--- config.mk ---
export PLATFORM = sky130hd
export DESIGN_NAME = overwrite_ring_with_offset_lookup
export DESIGN_NICKNAME = d
export VERILOG_FILES = /design/src/rtl/owring_pkg.sv /design/src/rtl/overwrite_ring_with_offset_lookup.sv /design/src/rtl/owring_ram.sv /design/src/rtl/owring_sub.sv
export SDC_FILE = /design/constraint.sdc
export NUM_CORES = 2
export LEC_CHECK = 0
export BUFFER_PORTS_ARGS = -buffer_cell sky130_fd_sc_hd__buf_2
export CAP_MARGIN = 10
export CELL_PAD_IN_SITES_DETAIL_PLACEMENT = 0
export CELL_PAD_IN_SITES_GLOBAL_PLACEMENT = 1
export CORE_ASPECT_RATIO = 0.5
export CORE_MARGIN = 5
export CORE_UTILIZATION = 50
export DETAILED_ROUTE_END_ITERATION = 7
export GPL_TIMING_DRIVEN = 0
export HOLD_SLACK_MARGIN = 0.08
export PLACE_DENSITY_LB_ADDON = 0.12
export REMOVE_ABC_BUFFERS = 1
export SYNTH_ARGS = -nofsm -noshare
export SYNTH_HDL_FRONTEND = slang
export SYNTH_SLANG_ARGS = --single-unit
export TNS_END_PERCENT = 50
--- constraint.sdc ---
create_clock -name clk_i -period 22.2 [get_ports clk_i]
set_clock_uncertainty 0.15 [all_clocks]
set_input_delay 1.11 -clock clk_i [delete_from_list [all_inputs] [get_ports clk_i]]
set_output_delay 1.11 -clock clk_i [all_outputs]
set_load 0.005 [all_outputs]
--- src/rtl/owring_pkg.sv ---
// Shared constants, types and helpers for the overwriting ring with offset lookup.
// No dependencies; imported by the top level, owring_sub and owring_chk.
`timescale 1ns / 1ps

package owring_pkg;

  // Ring geometry
  localparam int SLOTS  = 16;
  localparam int IDX_W  = (SLOTS > 1) ? $clog2(SLOTS) : 1;
  localparam int CNT_W  = $clog2(SLOTS + 1);
  localparam int WORD_W = 32;
  localparam int ENTRY_W = 2 * WORD_W;  // {ref, size}
  localparam int SLOT_OUT_W = 4;

  // Sequencer states
  typedef enum logic [1:0] {
    ST_IDLE,
    ST_ADD,
    ST_FIND,
    ST_DONE
  } state_e;

  // Input modes
  localparam logic MODE_ADD  = 1'b0;
  localparam logic MODE_FIND = 1'b1;

  // Advance a slot index with wrap at the ring depth
  function automatic logic [IDX_W-1:0] next_slot(input logic [IDX_W-1:0] idx);
    logic [IDX_W-1:0] nxt;
    if (idx == IDX_W'(SLOTS - 1)) begin
      nxt = '0;
    end else begin
      nxt = idx + 1'b1;
    end
    return nxt;
  endfunction

endpackage

--- src/rtl/overwrite_ring_with_offset_lookup.sv ---
// Overwriting ring of entries (reference, byte size) with lookup by character offset.
// An add goes from acceptance to a presented result in three steps: accept, write/evict,
// result load. A find walks k held entries (1 to SLOTS) between accept and result load;
// a find on an empty ring goes from accept straight to result load. The walk reads
// one entry per cycle through the single read port of the entry RAM and feeds the
// subtract unit. The input side stalls while an item is in progress; a
// finished result waits in the output register without blocking the next transaction.
// If that register still holds a stalled result when the next item finishes, the item
// waits in its last cycle and the input stays stalled until the receiver takes one.
// Depends on owring_pkg, owring_ram, owring_sub.
`timescale 1ns / 1ps

module overwrite_ring_with_offset_lookup
  import owring_pkg::*;
(
  input  logic                  clk_i,
  input  logic                  rst_ni,
  // input channel
  input  logic                  in_valid_i,
  output logic                  in_stall_o,
  input  logic                  mode_i,
  input  logic [WORD_W-1:0]     entry_ref_i,
  input  logic [WORD_W-1:0]     entry_size_i,
  input  logic [WORD_W-1:0]     char_offset_i,
  // output channel
  output logic                  out_valid_o,
  input  logic                  out_stall_i,
  output logic                  evicted_valid_o,
  output logic [WORD_W-1:0]     evicted_ref_o,
  output logic [WORD_W-1:0]     evicted_size_o,
  output logic                  found_o,
  output logic [SLOT_OUT_W-1:0] found_slot_o,
  output logic [WORD_W-1:0]     found_ref_o,
  output logic [WORD_W-1:0]     byte_offset_o
);

  typedef struct packed {
    logic                  evicted_valid;
    logic [WORD_W-1:0]     evicted_ref;
    logic [WORD_W-1:0]     evicted_size;
    logic                  found;
    logic [SLOT_OUT_W-1:0] found_slot;
    logic [WORD_W-1:0]     found_ref;
    logic [WORD_W-1:0]     byte_offset;
  } res_t;

  // Control state
  state_e           state_q, state_d;
  logic [IDX_W-1:0] wr_q, wr_d;
  logic [IDX_W-1:0] rd_q, rd_d;
  logic             full_q, full_d;
  logic             out_valid_q, out_valid_d;

  // Datapath registers
  logic [IDX_W-1:0]  idx_q, idx_d;
  logic [CNT_W-1:0]  cnt_q, cnt_d;
  logic [WORD_W-1:0] offs_q, offs_d;
  logic [WORD_W-1:0] add_ref_q, add_ref_d;
  logic [WORD_W-1:0] add_size_q, add_size_d;
  res_t              res_q, res_d;
  res_t              out_q, out_d;

  // RAM and subtract unit hookup
  logic               ram_we;
  logic [IDX_W-1:0]   ram_waddr;
  logic [ENTRY_W-1:0] ram_wdata;
  logic [IDX_W-1:0]   ram_raddr;
  logic [ENTRY_W-1:0] ram_rdata;
  logic [WORD_W-1:0]  rd_ref;
  logic [WORD_W-1:0]  rd_size;
  logic               sub_ge;
  logic [WORD_W-1:0]  sub_diff;

  logic             accept;
  logic             out_free;
  logic             walk_last;
  logic [CNT_W-1:0] held;

  assign accept   = in_valid_i && (state_q == ST_IDLE);
  assign out_free = !out_valid_q || !out_stall_i;
  assign rd_ref   = ram_rdata[ENTRY_W-1:WORD_W];
  assign rd_size  = ram_rdata[WORD_W-1:0];

  // Number of held entries
  always_comb begin
    if (full_q) begin
      held = CNT_W'(SLOTS);
    end else if (wr_q >= rd_q) begin
      held = CNT_W'(wr_q) - CNT_W'(rd_q);
    end else begin
      held = CNT_W'(wr_q) + CNT_W'(SLOTS) - CNT_W'(rd_q);
    end
  end

  assign walk_last = ((cnt_q + 1'b1) == held);

  owring_ram #(
    .WIDTH(ENTRY_W),
    .DEPTH(SLOTS)
  ) u_ram (
    .clk_i  (clk_i),
    .we_i   (ram_we),
    .waddr_i(ram_waddr),
    .wdata_i(ram_wdata),
    .raddr_i(ram_raddr),
    .rdata_o(ram_rdata)
  );

  owring_sub u_sub (
    .minuend_i   (offs_q),
    .subtrahend_i(rd_size),
    .ge_o        (sub_ge),
    .diff_o      (sub_diff)
  );

  // Next state
  always_comb begin
    state_d = state_q;
    unique case (state_q)
      ST_IDLE: begin
        if (accept) begin
          if (mode_i == MODE_ADD) begin
            state_d = ST_ADD;
          end else if (held == '0) begin
            state_d = ST_DONE;
          end else begin
            state_d = ST_FIND;
          end
        end
      end
      ST_ADD: state_d = ST_DONE;
      ST_FIND: begin
        if (!sub_ge || walk_last) begin
          state_d = ST_DONE;
        end
      end
      ST_DONE: begin
        if (out_free) begin
          state_d = ST_IDLE;
        end
      end
      default: state_d = ST_IDLE;
    endcase
  end

  // Datapath and RAM control
  always_comb begin
    wr_d       = wr_q;
    rd_d       = rd_q;
    full_d     = full_q;
    idx_d      = idx_q;
    cnt_d      = cnt_q;
    offs_d     = offs_q;
    add_ref_d  = add_ref_q;
    add_size_d = add_size_q;
    res_d      = res_q;
    ram_we     = 1'b0;
    ram_waddr  = wr_q;
    ram_wdata  = {add_ref_q, add_size_q};
    ram_raddr  = rd_q;
    unique case (state_q)
      ST_IDLE: begin
        // read of the oldest entry is issued here for both modes
        if (accept) begin
          add_ref_d  = entry_ref_i;
          add_size_d = entry_size_i;
          offs_d     = char_offset_i;
          idx_d      = rd_q;
          cnt_d      = '0;
          res_d      = '0;
        end
      end
      ST_ADD: begin
        ram_we = 1'b1;
        res_d  = '0;
        if (full_q) begin
          res_d.evicted_valid = 1'b1;
          res_d.evicted_ref   = rd_ref;
          res_d.evicted_size  = rd_size;
          rd_d = next_slot(rd_q);
        end
        wr_d   = next_slot(wr_q);
        full_d = (next_slot(wr_q) == rd_d);
      end
      ST_FIND: begin
        ram_raddr = next_slot(idx_q);
        res_d     = '0;
        if (sub_ge) begin
          offs_d = sub_diff;
          cnt_d  = cnt_q + 1'b1;
          idx_d  = next_slot(idx_q);
        end else begin
          res_d.found       = 1'b1;
          res_d.found_slot  = SLOT_OUT_W'(idx_q);
          res_d.found_ref   = rd_ref;
          res_d.byte_offset = offs_q;
        end
      end
      ST_DONE: ;
      default: ;
    endcase
  end

  // Output register
  always_comb begin
    out_d       = out_q;
    out_valid_d = out_valid_q;
    if ((state_q == ST_DONE) && out_free) begin
      out_d       = res_q;
      out_valid_d = 1'b1;
    end else if (!out_stall_i) begin
      out_valid_d = 1'b0;
    end
  end

  // Control registers
  always_ff @(posedge clk_i or negedge rst_ni) begin
    if (!rst_ni) begin
      state_q     <= ST_IDLE;
      wr_q        <= '0;
      rd_q        <= '0;
      full_q      <= 1'b0;
      out_valid_q <= 1'b0;
    end else begin
      state_q     <= state_d;
      wr_q        <= wr_d;
      rd_q        <= rd_d;
      full_q      <= full_d;
      out_valid_q <= out_valid_d;
    end
  end

  // Payload registers
  always_ff @(posedge clk_i) begin
    idx_q      <= idx_d;
    cnt_q      <= cnt_d;
    offs_q     <= offs_d;
    add_ref_q  <= add_ref_d;
    add_size_q <= add_size_d;
    res_q      <= res_d;
    out_q      <= out_d;
  end

  assign in_stall_o      = (state_q != ST_IDLE);
  assign out_valid_o     = out_valid_q;
  assign evicted_valid_o = out_q.evicted_valid;
  assign evicted_ref_o   = out_q.evicted_ref;
  assign evicted_size_o  = out_q.evicted_size;
  assign found_o         = out_q.found;
  assign found_slot_o    = out_q.found_slot;
  assign found_ref_o     = out_q.found_ref;
  assign byte_offset_o   = out_q.byte_offset;

endmodule

--- src/rtl/owring_ram.sv ---
// Generic single-write, single-read RAM with registered read data.
// No dependencies.
`timescale 1ns / 1ps

module owring_ram #(
  parameter int WIDTH = 8,
  parameter int DEPTH = 16
) (
  input  logic                     clk_i,
  input  logic                     we_i,
  input  logic [$clog2(DEPTH)-1:0] waddr_i,
  input  logic [WIDTH-1:0]         wdata_i,
  input  logic [$clog2(DEPTH)-1:0] raddr_i,
  output logic [WIDTH-1:0]         rdata_o
);

  logic [WIDTH-1:0] mem_q [DEPTH];
  logic [WIDTH-1:0] rdata_q;

  // Write port
  always_ff @(posedge clk_i) begin
    if (we_i) begin
      mem_q[waddr_i] <= wdata_i;
    end
  end

  // Registered read port
  always_ff @(posedge clk_i) begin
    rdata_q <= mem_q[raddr_i];
  end

  assign rdata_o = rdata_q;

endmodule

--- src/rtl/owring_sub.sv ---
// Compare-and-subtract unit used by the offset walk.
// Depends on owring_pkg.
`timescale 1ns / 1ps

module owring_sub
  import owring_pkg::*;
(
  input  logic [WORD_W-1:0] minuend_i,
  input  logic [WORD_W-1:0] subtrahend_i,
  output logic              ge_o,
  output logic [WORD_W-1:0] diff_o
);

  logic [WORD_W:0] diff_wide;

  // One wide subtract; the borrow gives the compare
  assign diff_wide = {1'b0, minuend_i} - {1'b0, subtrahend_i};
  assign ge_o      = ~diff_wide[WORD_W];
  assign diff_o    = diff_wide[WORD_W-1:0];

endmodule

==> flow_metrics.py <==
metrics = {
    "yosys": {
        "synthMuxAreaShare": 0.121,
        "post_synth_top_area_cell": "sky130_fd_sc_hd__edfxtp_1",
        "yosys.cell_count.top_type": "sky130_fd_sc_hd__edfxtp_1",
        "netlist_top_cells_area": "sky130_fd_sc_hd__edfxtp_1, sky130_fd_sc_hd__mux4_2, sky130_fd_sc_hd__dfxtp_1, sky130_fd_sc_hd__and2_1, sky130_fd_sc_hd__mux2i_1",
        "yosys_warnings": 0,
        "ys_seq_area_frac": 0.783,
        "synth.ff_latch_count": 1473,
        "synth.top_cells.by_count": "sky130_fd_sc_hd__edfxtp_1, sky130_fd_sc_hd__mux4_2, sky130_fd_sc_hd__and2_1",
        "synth_compound_gate_area_share": 0.0324,
        "yosys.area_share.simple": 0.0331,
        "synth_area_per_inst_um2": 20.6,
        "synth-adder-area-share": 0.0115,
        "synth_xor_area_frac": 0.00646,
        "post_synth_num_cell_types": 64,
        "synth_async_sr_flop_share": 0.00815,
        "netlist_instances": 2696,
        "synth-edff-count": 1397,
        "post_synth_instance_area_mm2": 0.0556,
        "synth_top_family_by_area": "multiplexers",
        "yosys_most_used_dff": "sky130_fd_sc_hd__edfxtp_1",
        "synthDominantCellAreaShare": 0.754,
    },
    "placed_design": {
        "numPlacedInstances": 4429,
        "hpwl_um": 79400,
        "gp_congestion": 0.759,
        "placedInstanceArea_mm2": 0.0607,
        "portBuffers": 236,
    },
    "sta": {
        "rsz0062_at_grt": "false",
        "fin_crit_sh": 0.211,
        "fin_crit_ps": 4690,
        "worst-slew-pin-transition_ps": 977,
        "report.final.slew_viol_count": 0,
        "whs_ps": 146,
        "hold_viol": 0,
        "setup_violations": 0,
        "slew_headroom": 0.345,
        "fmax_ghz": 0.213,
    },
    "clock_network": {
        "tritoncts.num_buffers": 130,
        "clock_pin_slew_worst_setup_and_hold_paths_ps": 60,
        "post_cts.repair.setup_buffers": 0,
        "cts_tree": "done",
        "cts.root.buffer_cell": "sky130_fd_sc_hd__clkbuf_16",
        "tritoncts_num_sinks": 1473,
        "cts_buffer_depth": 3,
        "ctsResizeCount": 0,
        "cts_hold_repair.buffers": 0,
        "cts.htree.levels": 4,
        "clock_latency_ps": 740,
    },
    "die": {
        "core_area_mm2": 0.110,
        "floorplan.die.height_um": 246,
        "initial_utilization": 0.504,
        "num_io_pins": 237,
        "dieArea_mm2": 0.118,
        "die_x_um": 482,
        "rows": 86,
    },
    "grt": {
        "grt_overflow_total": 0,
        "global_route.usage.total": 0.213,
        "grt_pass1_vias": 27500,
        "grt_antenna_before_repair": 6,
        "grt_pass1_wl_um": 184000,
        "maximum_number_of_pins_on_one_net_before_global_route_repair": 67,
    },
    "layout": {
        "layout.nets": 3216,
        "drive_above_1_share": 0.275,
        "syn2layout_area_growth_pct": 16.9,
        "nFillCells": 7967,
        "final_area_mm2": 0.0650,
        "fin_cells": 4665,
    },
    "routing": {
        "drcViolationCount": 0,
        "finalWirelength_um": 124000,
        "first_pass_iters": 5,
        "antenna_left": 0,
        "dr.first_iter.drc_count": 2365,
        "vias": 26900,
        "avgViaCountPerCell": 5.76,
        "routedWlPerCell_um": 26.6,
    },
    "worst_setup_path": {
        "timing.critical_path.fanout_max": 27,
        "startpoint_type": "flip-flop",
        "worstPathArrival_ps": 4980,
        "crit_required_ps": 22490,
        "worstSetupPathType": "reg -> reg",
        "worst_setup_path_end_kind": "flip-flop",
    },
    "min_path": {
        "timing.hold.worst.class": "in -> async",
    },
    "pwr": {
        "pwr_density_cell_mw_per_mm2": 144,
        "power_leakage_nw": 22.3,
        "fin_total_pwr_mw": 9.33,
        "vdd_ir_drop_max_mv": 0.103,
    },
    "flow_run": {
        "cap_violations": 0,
    },
    "status": {
        "status": "completed",
    },
}
==> report_power, final <==
part	total, mW	leakage (nW)	internal [mW]	switching (mW)
clock	2.27	2.07	1.27	0.992
sequential	3.97	13.6	3.73	0.242
combinational	3.09	6.61	1.41	1.67
total	9.33	22.3	6.42	2.91
==> worst max-delay path, cell delays in order (launching register included) <==
cell                       delay (ps)
sky130_fd_sc_hd__dfxtp_1          510
sky130_fd_sc_hd__inv_1            120
sky130_fd_sc_hd__ha_1             370
sky130_fd_sc_hd__and2_1           170
sky130_fd_sc_hd__nand4_1          210
sky130_fd_sc_hd__or2_0            260
sky130_fd_sc_hd__o221a_2          290
sky130_fd_sc_hd__a211oi_2         400
sky130_fd_sc_hd__a31o_1           270
sky130_fd_sc_hd__a21o_1           240
sky130_fd_sc_hd__nor2_4           140
sky130_fd_sc_hd__buf_12           250
sky130_fd_sc_hd__a211oi_4         550
sky130_fd_sc_hd__buf_8            260
sky130_fd_sc_hd__buf_8            170
==> path summary, 6_finish.rpt <==
path                             startpoint             end  slack (ps)  cells past startpoint
max                        u_ram.rdata_o[8]      offs_q[16]       17510                     14
max reg2reg                u_ram.rdata_o[8]      offs_q[16]       17510                     14
min                                  rst_ni     out_valid_o         150                      1
min in group clk_i                res_q[33]  found_ref_o[1]         270                      0
min reg2reg                       res_q[33]  found_ref_o[1]         270                      0
max in group asynchronous            rst_ni    ram_waddr[1]       21480                      1
==> layout by cell type, fill, tap and decap left out, drive strengths merged, types with 48 or more instances in the layout <==
cell type,n
a211oi,72
ha,48
inv,60
edfxtp,1397
mux2i,68
mux4,256
clkbuf,177
and2,133
dfxtp,64
and3,72
a21oi,101
buf,364
==> stage by stage <==
stage	util	worst slack (ps)	TNS [ps]
after global routing	0.589	17280	0
after global placement	0.527	-5770	-331990
final	0.589	17510	0
after CTS	0.589	17400	0
after floorplan	-	7590	0
after detailed placement	0.551	17440	0
==> logic make-up (layout without fill, tap and decap cells) <==
| logic type | after synthesis | after routing |
|---|---|---|
| and+or+nand+nor | 326 | 326 |
| DFF | 1473 | 1473 |
| buffers and inverters | 183 | 653 |
| AOI/OAI and AO/OA | 276 | 276 |
| muxes | 347 | 347 |
| adders and majority gates | 50 | 50 |
| other | 0 | 3 |
| xor gates and xnor gates | 41 | 41 |
==> flip-flops by register name, indices dropped and copies added (netlist names) <==
| register | count |
|---|---|
| offs_q | 32 |
| found_ref_o | 32 |
| byte_offset_o | 32 |
| evicted_valid_o | 1 |
| ram_waddr | 4 |
| cnt_q | 5 |
| u_ram.mem_q | 1024 |
| add_ref_q | 32 |
| found_o | 1 |
| evicted_ref_o | 32 |
| state_q | 2 |
| add_size_q | 32 |
| rd_q | 4 |
| found_slot_o | 4 |
| u_ram.rdata_o | 64 |
| idx_q | 4 |
| res_q | 134 |
| out_valid_o | 1 |
| evicted_size_o | 32 |
| full_q | 1 |
==> routing by layer <==
| layer | up-vias | GRT usage | part of all wire |
|---|---|---|---|
| li1 | 11700 | - | - |
| met1 | 14300 | 0.330 | 0.47 |
| met2 | 747 | 0.321 | 0.46 |
| met3 | 147 | 0.0348 | 0.063 |
| met4 | 0 | 0.0512 | 0.016 |
| met5 | - | 0 | 0 |
==> area by class of cell <==
type,count,area (um2),share of cell area
diodes,3,7.51,0.000116
clock buffers,177,3650,0.0562
clock inverters,56,572,0.00880
inverters,56,213,0.00327
multi-input cells,1040,11600,0.178
flip-flops and latches,1473,43500,0.670
well taps,1496,1870,0.0288
repair buffers,364,3560,0.0548
Power figures use the tool's default switching activity.
